`src/design/uoc_pkg.sv`:
```
package uoc_pkg;

  localparam int unsigned EchoW   = 20;
  localparam int unsigned CmW     = 15;
  localparam int unsigned SumW    = 23;
  localparam int unsigned CountW  = 8;
  localparam int unsigned ThrW    = 15;
  localparam int unsigned CfgIdxW = 1;
  localparam int unsigned CfgW    = 15;
  localparam int unsigned CodeW   = 2;
  localparam int unsigned NumCh   = 3;
  localparam int unsigned ChW     = 2;

  localparam int unsigned UOC_MAX_ROUNDS = 255;

  // x / 58 == (x >> 1) / 29 == ((x >> 1) * 578525) >> 24 for x < 2^20
  localparam int unsigned CmHalfW  = EchoW - 1;
  localparam int unsigned RecipW   = 20;
  localparam int unsigned ProdW    = CmHalfW + RecipW;
  localparam int unsigned CmShift  = 24;
  localparam logic [RecipW-1:0] CmRecip = 20'd578525;

  localparam logic [CfgIdxW-1:0] CFG_THRESHOLD = 1'd0;
  localparam logic [CfgIdxW-1:0] CFG_ROUNDS    = 1'd1;

  localparam logic [ThrW-1:0]   ThrReset    = 15'd20;
  localparam logic [CountW-1:0] RoundsReset = 8'd5;

  localparam logic [CodeW-1:0] CODE_CLEAR = 2'd0;
  localparam logic [CodeW-1:0] CODE_LEFT  = 2'd1;
  localparam logic [CodeW-1:0] CODE_RIGHT = 2'd2;
  localparam logic [CodeW-1:0] CODE_AHEAD = 2'd3;

  localparam logic [ChW-1:0] CH_RIGHT  = 2'd0;
  localparam logic [ChW-1:0] CH_LEFT   = 2'd1;
  localparam logic [ChW-1:0] CH_CENTRE = 2'd2;

  typedef struct packed {
    logic           capture;
    logic           mul;
    logic           acc;
    logic [ChW-1:0] ch;
    logic           inc_count;
    logic           limit;
    logic           load_out;
  } uoc_cmd_t;

  typedef struct packed {
    logic decide;
  } uoc_status_t;

endpackage

```
`src/design/uoc_ctrl.sv`:
```
module uoc_ctrl (
  input  logic                 clk_i,
  input  logic                 rst_ni,
  input  logic                 in_valid_i,
  output logic                 in_ready_o,
  output logic                 out_valid_o,
  input  logic                 out_ready_i,
  input  uoc_pkg::uoc_status_t status_i,
  output uoc_pkg::uoc_cmd_t    cmd_o
);
  import uoc_pkg::*;

  typedef enum logic [2:0] {
    ST_IDLE,
    ST_MUL,
    ST_ACC,
    ST_CHECK,
    ST_LIMIT,
    ST_DECIDE
  } state_e;

  state_e         state_q, state_d;
  logic [ChW-1:0] ch_q, ch_d;
  logic           out_valid_q, out_valid_d;
  logic           slot_free;

  assign slot_free   = !out_valid_q || out_ready_i;
  assign in_ready_o  = (state_q == ST_IDLE);
  assign out_valid_o = out_valid_q;

  always_comb begin
    state_d     = state_q;
    ch_d        = ch_q;
    cmd_o       = '0;
    cmd_o.ch    = ch_q;
    out_valid_d = out_valid_q && !out_ready_i;
    case (state_q)
      ST_IDLE: begin
        if (in_valid_i) begin
          cmd_o.capture = 1'b1;
          ch_d          = CH_RIGHT;
          state_d       = ST_MUL;
        end
      end
      ST_MUL: begin
        cmd_o.mul = 1'b1;
        state_d   = ST_ACC;
      end
      ST_ACC: begin
        cmd_o.acc = 1'b1;
        if (ch_q == CH_CENTRE) begin
          cmd_o.inc_count = 1'b1;
          state_d         = ST_CHECK;
        end else begin
          ch_d    = ch_q + 1'b1;
          state_d = ST_MUL;
        end
      end
      ST_CHECK: begin
        state_d = status_i.decide ? ST_LIMIT : ST_IDLE;
      end
      ST_LIMIT: begin
        cmd_o.limit = 1'b1;
        state_d     = ST_DECIDE;
      end
      ST_DECIDE: begin
        if (slot_free) begin
          cmd_o.load_out = 1'b1;
          out_valid_d    = 1'b1;
          state_d        = ST_IDLE;
        end
      end
      default: begin
        state_d = ST_IDLE;
      end
    endcase
  end

  always_ff @(posedge clk_i or negedge rst_ni) begin
    if (!rst_ni) begin
      state_q     <= ST_IDLE;
      ch_q        <= CH_RIGHT;
      out_valid_q <= 1'b0;
    end else begin
      state_q     <= state_d;
      ch_q        <= ch_d;
      out_valid_q <= out_valid_d;
    end
  end

endmodule

```
`src/design/uoc_dp.sv`:
```
module uoc_dp #(
  parameter int unsigned MAX_ROUNDS = uoc_pkg::UOC_MAX_ROUNDS
) (
  input  logic                        clk_i,
  input  logic                        rst_ni,
  input  logic                        cfg_we_i,
  input  logic [uoc_pkg::CfgIdxW-1:0] cfg_idx_i,
  input  logic [uoc_pkg::CfgW-1:0]    cfg_data_i,
  input  logic [uoc_pkg::EchoW-1:0]   echo_right_us_i,
  input  logic [uoc_pkg::EchoW-1:0]   echo_left_us_i,
  input  logic [uoc_pkg::EchoW-1:0]   echo_centre_us_i,
  input  uoc_pkg::uoc_cmd_t           cmd_i,
  output uoc_pkg::uoc_status_t        status_o,
  output logic [uoc_pkg::CodeW-1:0]   obstacle_code_o
);
  import uoc_pkg::*;

  localparam logic [15:0] MaxR = 16'(MAX_ROUNDS);

  logic [ThrW-1:0]    thr_q;
  logic [CountW-1:0]  rounds_q;
  logic [EchoW-1:0]   echo_q [NumCh];
  logic [SumW-1:0]    sum_q [NumCh];
  logic [CountW-1:0]  cnt_q;
  logic [ProdW-1:0]   prod_q;
  logic [SumW-1:0]    lim_lo_q;
  logic [SumW:0]      lim_hi_q;
  logic [CodeW-1:0]   code_q;

  logic [CmHalfW-1:0] half;
  logic [CmW-1:0]     cm;
  logic [SumW:0]      acc_sum;
  logic [SumW-1:0]    acc_sat;
  logic [15:0]        n_eff;
  logic [SumW-1:0]    thr_prod;
  logic [NumCh-1:0]   blocked, clear_s;
  logic [CodeW-1:0]   code_d;

  assign half    = echo_q[cmd_i.ch][EchoW-1:1];
  assign cm      = prod_q[CmShift +: CmW];
  assign acc_sum = {1'b0, sum_q[cmd_i.ch]} + (SumW+1)'(cm);
  assign acc_sat = acc_sum[SumW] ? '1 : acc_sum[SumW-1:0];

  always_comb begin
    n_eff = (rounds_q == '0) ? 16'd1 : {8'd0, rounds_q};
    if (n_eff > MaxR) begin
      n_eff = MaxR;
    end
  end

  assign status_o.decide = ({8'd0, cnt_q} >= n_eff);
  assign thr_prod        = SumW'(thr_q) * SumW'(cnt_q);

  // avg < thr  <=> sum < thr*n ; avg > thr <=> sum >= (thr+1)*n
  always_comb begin
    for (int i = 0; i < NumCh; i++) begin
      blocked[i] = sum_q[i] < lim_lo_q;
      clear_s[i] = {1'b0, sum_q[i]} >= lim_hi_q;
    end
    if (!(blocked[CH_RIGHT] || clear_s[CH_RIGHT]) ||
        !(blocked[CH_LEFT] || clear_s[CH_LEFT]) ||
        !(blocked[CH_CENTRE] || clear_s[CH_CENTRE])) begin
      code_d = CODE_CLEAR;
    end else if (clear_s[CH_RIGHT] && blocked[CH_LEFT]) begin
      code_d = CODE_LEFT;
    end else if (blocked[CH_RIGHT] && clear_s[CH_LEFT]) begin
      code_d = CODE_RIGHT;
    end else begin
      code_d = blocked[CH_CENTRE] ? CODE_AHEAD : CODE_CLEAR;
    end
  end

  always_ff @(posedge clk_i or negedge rst_ni) begin
    if (!rst_ni) begin
      thr_q    <= ThrReset;
      rounds_q <= RoundsReset;
      cnt_q    <= '0;
      for (int i = 0; i < NumCh; i++) begin
        sum_q[i] <= '0;
      end
    end else begin
      if (cfg_we_i) begin
        case (cfg_idx_i)
          CFG_THRESHOLD: thr_q    <= cfg_data_i[ThrW-1:0];
          CFG_ROUNDS:    rounds_q <= cfg_data_i[CountW-1:0];
          default: ;
        endcase
      end
      if (cmd_i.acc) begin
        sum_q[cmd_i.ch] <= acc_sat;
      end
      if (cmd_i.inc_count) begin
        cnt_q <= cnt_q + 1'b1;
      end
      if (cmd_i.load_out) begin
        cnt_q <= '0;
        for (int i = 0; i < NumCh; i++) begin
          sum_q[i] <= '0;
        end
      end
    end
  end

  always_ff @(posedge clk_i) begin
    if (cmd_i.capture) begin
      echo_q[CH_RIGHT]  <= echo_right_us_i;
      echo_q[CH_LEFT]   <= echo_left_us_i;
      echo_q[CH_CENTRE] <= echo_centre_us_i;
    end
    if (cmd_i.mul) begin
      prod_q <= ProdW'(half) * ProdW'(CmRecip);
    end
    if (cmd_i.limit) begin
      lim_lo_q <= thr_prod;
      lim_hi_q <= {1'b0, thr_prod} + (SumW+1)'(cnt_q);
    end
    if (cmd_i.load_out) begin
      code_q <= code_d;
    end
  end

  assign obstacle_code_o = code_q;

endmodule

```
`src/design/ultrasonic_obstacle_classifier.sv`:
```
// Each word is captured, then each channel in turn is converted to cm and
// accumulated; a deciding word then sets its limits and loads its code once the
// output register is free. A word is taken only once the last is done, as the
// single shared cm-conversion multiplier steps through the three channels.
// Reset: async active low; sums and round count zero, threshold 20, rounds 5.
module ultrasonic_obstacle_classifier #(
  parameter int unsigned MAX_ROUNDS = uoc_pkg::UOC_MAX_ROUNDS
) (
  input  logic                        clk_i,
  input  logic                        rst_ni,
  input  logic                        cfg_we_i,
  input  logic [uoc_pkg::CfgIdxW-1:0] cfg_idx_i,
  input  logic [uoc_pkg::CfgW-1:0]    cfg_data_i,
  input  logic                        in_valid_i,
  output logic                        in_ready_o,
  input  logic [uoc_pkg::EchoW-1:0]   echo_right_us_i,
  input  logic [uoc_pkg::EchoW-1:0]   echo_left_us_i,
  input  logic [uoc_pkg::EchoW-1:0]   echo_centre_us_i,
  output logic                        out_valid_o,
  input  logic                        out_ready_i,
  output logic [uoc_pkg::CodeW-1:0]   obstacle_code_o
);
  import uoc_pkg::*;

  uoc_cmd_t    cmd;
  uoc_status_t status;

  uoc_ctrl u_ctrl (
    .clk_i       (clk_i),
    .rst_ni      (rst_ni),
    .in_valid_i  (in_valid_i),
    .in_ready_o  (in_ready_o),
    .out_valid_o (out_valid_o),
    .out_ready_i (out_ready_i),
    .status_i    (status),
    .cmd_o       (cmd)
  );

  uoc_dp #(
    .MAX_ROUNDS (MAX_ROUNDS)
  ) u_dp (
    .clk_i            (clk_i),
    .rst_ni           (rst_ni),
    .cfg_we_i         (cfg_we_i),
    .cfg_idx_i        (cfg_idx_i),
    .cfg_data_i       (cfg_data_i),
    .echo_right_us_i  (echo_right_us_i),
    .echo_left_us_i   (echo_left_us_i),
    .echo_centre_us_i (echo_centre_us_i),
    .cmd_i            (cmd),
    .status_o         (status),
    .obstacle_code_o  (obstacle_code_o)
  );

endmodule

```
`config.mk`:
```
export PLATFORM = sky130hd
export DESIGN_NAME = ultrasonic_obstacle_classifier
export DESIGN_NICKNAME = d
export VERILOG_FILES = /design/src/design/uoc_pkg.sv /design/src/design/uoc_ctrl.sv /design/src/design/uoc_dp.sv /design/src/design/ultrasonic_obstacle_classifier.sv
export SDC_FILE = /design/constraint.sdc
export NUM_CORES = 1
export LEC_CHECK = 0
export ABC_AREA = 1
export ABC_CLOCK_PERIOD_IN_PS = 6500
export BUFFER_PORTS_ARGS = -buffer_cell sky130_fd_sc_hd__buf_2
export CAP_MARGIN = 20
export CORE_MARGIN = 2
export CORE_UTILIZATION = 59
export DETAILED_ROUTE_END_ITERATION = 12
export GPL_ROUTABILITY_DRIVEN = 0
export GPL_TIMING_DRIVEN = 0
export HOLD_SLACK_MARGIN = 0.15
export PLACE_DENSITY = 0.76
export SYNTH_ARGS = -nofsm -noshare
export SYNTH_HDL_FRONTEND = slang
export SYNTH_SLANG_ARGS = --single-unit
```
`constraint.sdc`:
```
create_clock -name clk_i -period 6.5 [get_ports clk_i]
set_clock_uncertainty 0.05 [all_clocks]
set_input_delay 0.65 -clock clk_i [delete_from_list [all_inputs] [get_ports clk_i]]
set_output_delay 0.65 -clock clk_i [all_outputs]
set_load 0.02 [all_outputs]
```
==> flow_summary.toml, run 1 <==
[status]
outcome = "completed"

[detailed_routing]
dr_total_vias = 21300
drt_iter0_drc = 2017
ant_nets = 0
finalWirelength_um = 67000
routedWlPerCell_um = 17.5
first_pass_iters = 6
vias_per_cell = 5.57
drc = 0

[worst_setup_path]
r2r_slack_ns = 0.12
regToRegEndpoint = "u_dp.prod_q[32]"
crit_arrival_ns = 6.65
crit_end = "u_dp.prod_q[32]"
endpoint_kind = "register"
startpoint = "u_ctrl.ch_q[0]"
worstPathMaxFanout = 10
worst_ep_required_time_ns = 6.77
critPathKind = "reg -> reg"
r2r-start = "u_ctrl.ch_q[0]"
reg2reg_depth = 24
start_kind = "register"

[floorplanning]
die_area_sq_mm = 0.0448
io_pins = 85
fp.dieH_um = 212
core_sq_mm = 0.0428
initial_core_util_pct = 59.5
die_w_um = 212
rows = 76

[grt]
grt_pass1_vias = 20900
grt.overflow.total = 0
grtUsageTotal_pct = 29.7
grt_max_degree = 72
grt_antenna_before_repair = 1
grt_pass1_wl_um = 105000

[clocking]
numCtsBuffers = 27
clock-sinks = 227
htree_levels = 1
clk_pin_slew_ns = 0.06
clock_path_buffers = 3
clock_latency_ns = 0.58
cts-root-buf = "clkbuf_16"
cts_tree = "done"

[yosys]
ys_warn_count = 0
ys_seq_elements = 227
avgSynthCellArea_sq_um = 8.18
syn_nets = 3787
synthDistinctLibCells = 52
syn-cell-area_sq_mm = 0.0255
yosysSeqAreaShare_pct = 24.7
async_reset_ff_share_pct = 46.7
ys.flop_type = "edfxtp_1"
syn_inst = 3113
synth_edf_count = 121

[sta]
setup_viol = 0
slew_violations = 0
layout_min_cycle_time_ns = 6.38
post-route-period-util_pct = 98.2
slew_headroom_pct = 43.4
max_freq_mhz = 157
hold_viol = 0
worstMarginPinSlew_ns = 0.847
layout_setup_ws_ns = 0.116
rsz0062_at_grt = "yes"

[placed_design]
port-buffer-count = 81
dp_slack_ns = -1.36
hpwl_um = 54400

[hold_path]
worstHoldPathType = "in -> reg"

[final_layout]
n_fill_cell = 3490
multi_input_comb_area_sq_mm = 0.0166
final_nets = 3939
area_growth_syn_to_layout_pct = 11.6
ff_latch_area_sq_mm = 0.00629
drive_above_1_share_pct = 10.4

[run]
max_cap_violations = 0
## sequential cells by signal (all words and copies together), names as in the netlist
signal / flops
u_ctrl.ch_q: 2
u_ctrl.out_valid_o: 1
u_ctrl.state_q: 3
u_dp.cnt_q: 8
u_dp.echo_q: 57
u_dp.lim_hi_q: 24
u_dp.lim_lo_q: 23
u_dp.obstacle_code_o: 2
u_dp.prod_q: 15
u_dp.rounds_q: 8
u_dp.sum_q: 69
u_dp.thr_q: 15
## how the worst min path moves through the flow
stage	end	slack, ns	start	cells after the start
3_5_place_dp	u_dp.rounds_q[7]	0.43	u_dp.rounds_q[7]	2
2_1_floorplan	u_ctrl.ch_q[0]	0.30	rst_ni	0
6_report	u_dp.echo_q[0][5]	0.19	echo_right_us_i[5]	1
5_1_grt	u_dp.echo_q[2][10]	0.18	echo_centre_us_i[10]	1
4_1_cts	u_dp.echo_q[0][5]	0.18	echo_right_us_i[5]	1
3_3_place_gp	u_dp.rounds_q[7]	0.43	u_dp.rounds_q[7]	2
## layer usage
metal / share of wire (%) / routed length [um] / global-route usage [%] / vias up
li1: - / - / - / 10100
met1: 43 / 28900 / 41.4 / 10200
met2: 45 / 30500 / 47.7 / 822
met3: 7.6 / 5080 / 4.67 / 188
met4: 3.8 / 2570 / 9.66 / 0
met5: 0 / 0 / 0 / -
## cell families (layout without fill, tap and decap cells)
logic type,Yosys count,in the layout,synth area share [%]
other,0,1,0
adder cells (fa/ha/maj),593,593,35.6
XOR/XNOR,38,38,1.31
multiplexers,7,7,0.310
flip-flops,227,227,24.7
AND/OR/NAND/NOR,1032,1032,17.2
AO/OA/AOI/OAI,422,422,9.00
buffers and inverters,794,965,11.8
## synth_stat cells (3+ instances only)
cell type,count,area (sq um)
a21oi_2,3,26.3
nand2_4,4,45.0
a21oi_1,183,916
nor2_4,7,78.8
dfstp_2,4,105
nand2_2,11,68.8
a31oi_1,9,56.3
nand4_1,33,206
nor3_1,27,135
buf_2,4,20.0
a21o_1,8,60.1
nand2_1,661,2480
buf_1,7,26.3
inv_2,10,37.5
nor2_1,148,556
dfrtp_1,102,2550
ha_1,374,4680
nand3_1,92,460
nand3b_1,9,67.6
nor4_1,5,31.3
clkbuf_1,44,165
xor2_1,27,236
o21ai_2,3,26.3
inv_1,721,2710
o21ai_1,16,80.1
o21a_1,6,45.0
edfxtp_1,121,3630
o21bai_1,5,37.5
fa_1,219,4380
o21ai_0,143,716
xnor2_1,11,96.3
or2_2,21,131
buf_4,7,52.6
o211ai_1,18,135
nand3_2,6,60.1
mux2_2,7,78.8
o22ai_1,18,113
## cell type report
cell class	instances	share of cell area, %
well taps	546	2.40
multi-input cells	2092	58.3
clock buffers	30	2.45
clock inverters	18	0.810
flip-flops and latches	227	22.1
plain buffers	61	1.24
repair buffers	124	2.95
inverters	732	9.67
diodes	1	0.00881
## per-stage QoR
stage | instance area, sq um | utilization [%] | hold slack [ns] | cells | setup TNS [ns]
finish | 28400 | 66.4 | 0.194 | 3831 | 0
global route | 28400 | 66.4 | 0.182 | 3831 | -0.397
CTS | 27900 | 65.3 | 0.177 | 3814 | -0.0237
detailed placement | 26700 | 62.4 | 0.428 | 3754 | -17.32
global placement | 26500 | 62.0 | 0.427 | 3740 | -19.07
floorplan | 25500 | - | 0.304 | 3113 | 0
## placed cells by master (no fill, tap or decap), types with 7 or more instances in the layout
master / count
ha_4: 9
nor2_1: 140
a21oi_2: 16
buf_4: 35
edfxtp_1: 121
a21oi_4: 7
nor2_4: 9
o21ai_2: 9
o21ai_0: 127
o22ai_1: 18
inv_2: 14
buf_6: 9
xor2_1: 25
mux2_2: 7
ha_1: 361
nand4_1: 33
nand2_2: 18
nand2_1: 654
fa_1: 212
buf_2: 85
o211ai_1: 18
clkbuf_16: 28
nor2_2: 8
or2_2: 21
clkinv_1: 7
a31oi_1: 8
nand3_1: 92
clkbuf_1: 38
a21o_1: 8
nor3_1: 24
nand3b_1: 9
fa_2: 7
xnor2_1: 11
dfrtp_1: 101
o21ai_1: 24
inv_1: 717
a21oi_1: 163
## timing repair
action | in CTS | in global routing
setup endpoints to repair | 15 | 15
gates resized for setup | 57 | 86
hold buffers | 1 | 0
gates cloned | 0 | 1
hold endpoints to repair | 35 | 0
setup buffers | 12 | 15
pin swaps | 8 | 25
## critical path: stages, from the launching register on
cell and delay, ns:
dfrtp_2 0.46, buf_12 0.15, buf_6 0.14, or2_2 0.30, o211ai_1 0.10, o21ai_2 0.15
buf_6 0.18, fa_1 0.51, inv_1 0.08, fa_2 0.52, inv_1 0.05, fa_1 0.51
fa_2 0.46, fa_1 0.55, inv_1 0.05, fa_1 0.58, inv_1 0.09, ha_4 0.27
a21oi_4 0.17, o21ai_1 0.11, a21oi_1 0.17, inv_1 0.07, a21oi_1 0.12, nand2_1 0.10
xor2_2 0.17
Power of run 1 is not shown: default switching activity piles up to over one toggle a cycle in this logic, so the estimate is an artifact.
==> run 2, diff against run 1 <==
--- a/config.mk
+++ b/config.mk
@@ -6,16 +6,17 @@
 export NUM_CORES = 1
 export LEC_CHECK = 0
 export ABC_AREA = 1
-export ABC_CLOCK_PERIOD_IN_PS = 6500
+export ABC_CLOCK_PERIOD_IN_PS = 7500
 export BUFFER_PORTS_ARGS = -buffer_cell sky130_fd_sc_hd__buf_2
 export CAP_MARGIN = 20
 export CORE_MARGIN = 2
-export CORE_UTILIZATION = 59
+export CORE_UTILIZATION = 65
+export CTS_CLUSTER_DIAMETER = 50
 export DETAILED_ROUTE_END_ITERATION = 12
 export GPL_ROUTABILITY_DRIVEN = 0
 export GPL_TIMING_DRIVEN = 0
 export HOLD_SLACK_MARGIN = 0.15
-export PLACE_DENSITY = 0.76
+export PLACE_DENSITY = 0.83
 export SYNTH_ARGS = -nofsm -noshare
 export SYNTH_HDL_FRONTEND = slang
 export SYNTH_SLANG_ARGS = --single-unit
==> constraint.sdc (replaced) <==
create_clock -name clk_i -period 7.5 [get_ports clk_i]
set_clock_uncertainty 0.05 [all_clocks]
set_input_delay 0.75 -clock clk_i [delete_from_list [all_inputs] [get_ports clk_i]]
set_output_delay 0.75 -clock clk_i [all_outputs]
set_load 0.02 [all_outputs]
==> run 2 against run 1 <==
Net effect: via count up 0.97%; flip-flop and latch count is the same; worst hold slack gained 0.091 ns; critical path type unchanged; non-clock buffer count is 26 lower.
==> flow_summary.toml, run 2 (same netlist as run 1, synthesis figures left out) <==
[status]
outcome = "completed"

[detailed_routing]
routedWlPerCell_um = 17.4
drc = 0
wl_met2_um = 30100
finalWirelength_um = 65900
highest_layer = "met4"
m1WireLength_um = 27200
dr_total_vias = 21500
vias_per_cell = 5.70
drt_iter0_drc = 2090
ant_nets = 0
first_pass_iters = 6
wl_met3_um = 6020

[final_layout]
final_nets = 3914
layout_common_cells = "inv_1 (721), nand2_1 (661), ha_1 (374)"
top_regs = "u_dp.sum_q x69, u_dp.echo_q x57, u_dp.lim_hi_q x24"
area_growth_syn_to_layout_pct = 8.50
layout_commonest_cell = "inv_1"
drive_above_1_share_pct = 7.51
top_register = "u_dp.sum_q"
largest_reg_flops = 69

[run]
max_cap_violations = 0

[worst_setup_path]
crit_end = "u_dp.prod_q[37]"
r2r_slack_ns = 0.42
regToRegEndpoint = "u_dp.prod_q[37]"
startpoint = "u_ctrl.ch_q[1]"
critPathKind = "reg -> reg"
worstPathMaxFanout = 10
r2r-start = "u_ctrl.ch_q[1]"
crit_arrival_ns = 7.37
start_kind = "register"
reg2reg_depth = 26
endpoint_kind = "register"
worst_ep_required_time_ns = 7.79

[clocking]
htree_levels = 1
cts-root-buf = "clkbuf_16"
clock_path_buffers = 3
clock_latency_ns = 0.59
clk_pin_slew_ns = 0.06
clock-sinks = 227
numCtsBuffers = 28
cts_setup_buffers = 0
cts_tree = "done"

[grt]
grt_pass1_vias = 21500
grt_antenna_before_repair = 1
grt.overflow.total = 0
grtUsageTotal_pct = 32.6
grt_pass1_wl_um = 106000
grt_max_degree = 64

[sta]
rsz0062_at_grt = "no"
layout_min_cycle_time_ns = 7.08
layout_setup_ws_ns = 0.417
setup_viol = 0
fin_tns_setup_ns = 0
slew_violations = 0
worstMarginPinSlew_ns = 1.08
hold_viol = 0
max_freq_mhz = 141
slew_headroom_pct = 27.1
post-route-period-util_pct = 94.4

[floorplanning]
rows = 72
core_sq_mm = 0.0386
die_w_um = 202
die_area_sq_mm = 0.0408
initial_core_util_pct = 65.9
fp.dieH_um = 202
io_pins = 85

[placed_design]
hpwl_um = 54400
port-buffer-count = 81
dp_slack_ns = -0.260

[hold_path]
worstHoldPathType = "in -> reg"
-- run 2: worst max-delay path, cell delays in order (launching register included) --
cell and delay, ns:
dfrtp_1 0.38, buf_4 0.18, inv_2 0.06, buf_4 0.16, clkbuf_1 0.41, o211ai_1 0.20, o21ai_1 0.18, buf_6 0.23
fa_1 0.51, fa_1 0.52, inv_1 0.07, fa_1 0.56, fa_1 0.56, inv_1 0.05, fa_1 0.52, inv_1 0.05
fa_1 0.52, inv_1 0.04, ha_1 0.35, a21oi_1 0.21, o21ai_0 0.16, a21oi_1 0.31, nor2_1 0.08, a211oi_1 0.25
nand2_1 0.10, nand2_1 0.07, nand2_1 0.05
-- run 2: per-stage QoR --
step / hold slack (ns) / cell area [sq um] / std cells / util (%)
2_1_floorplan: 0.403 / 25500 / 3113 / -
3_3_place_gp: 0.426 / 26500 / 3712 / 68.6
3_5_place_dp: 0.428 / 26700 / 3725 / 69.0
4_1_cts: 0.275 / 27600 / 3778 / 71.4
5_1_grt: 0.281 / 27600 / 3781 / 71.5
6_report: 0.284 / 27600 / 3782 / 71.5
-- run 2: layout make-up --
type | count | area [sq um]
repair buffers | 98 | 586
plain buffers | 61 | 272
clock buffers | 32 | 726
flip-flops and latches | 227 | 6290
multi-input cells | 2092 | 16200
fillers | 2884 | 11000
diodes | 2 | 5.00
clock inverters | 20 | 161
well taps | 518 | 648
inverters | 732 | 2750
-- run 2: per-layer routing --
layer  vias to the layer above  GRT usage, %
li1                      10100             -
met3                       197          5.03
met4                         0          12.1
met2                      1028          52.4
met1                     10200          45.1
met5                         -             0
-- run 2: worst min-delay path by stage --
stage	endpoint	startpoint	depth (start not counted)	slack (ns)
finish	u_dp.echo_q[2][2]	echo_centre_us_i[2]	1	0.28
floorplan	u_ctrl.ch_q[0]	rst_ni	0	0.40
global placement	u_dp.rounds_q[5]	u_dp.rounds_q[5]	2	0.43
CTS	u_dp.echo_q[2][2]	echo_centre_us_i[2]	1	0.28
global route	u_dp.echo_q[2][11]	echo_centre_us_i[11]	1	0.28
detailed placement	u_dp.rounds_q[4]	u_dp.rounds_q[4]	2	0.43
-- run 2: what timing repair did --
action | in CTS | in global routing
gates resized for setup | 3 | 13
endpoints found under the setup margin | 15 | 13
hold buffers | 1 | 0
hold endpoints to repair | 32 | 0
pin swaps | 0 | 0
Power of run 2 is left out for the same reason.
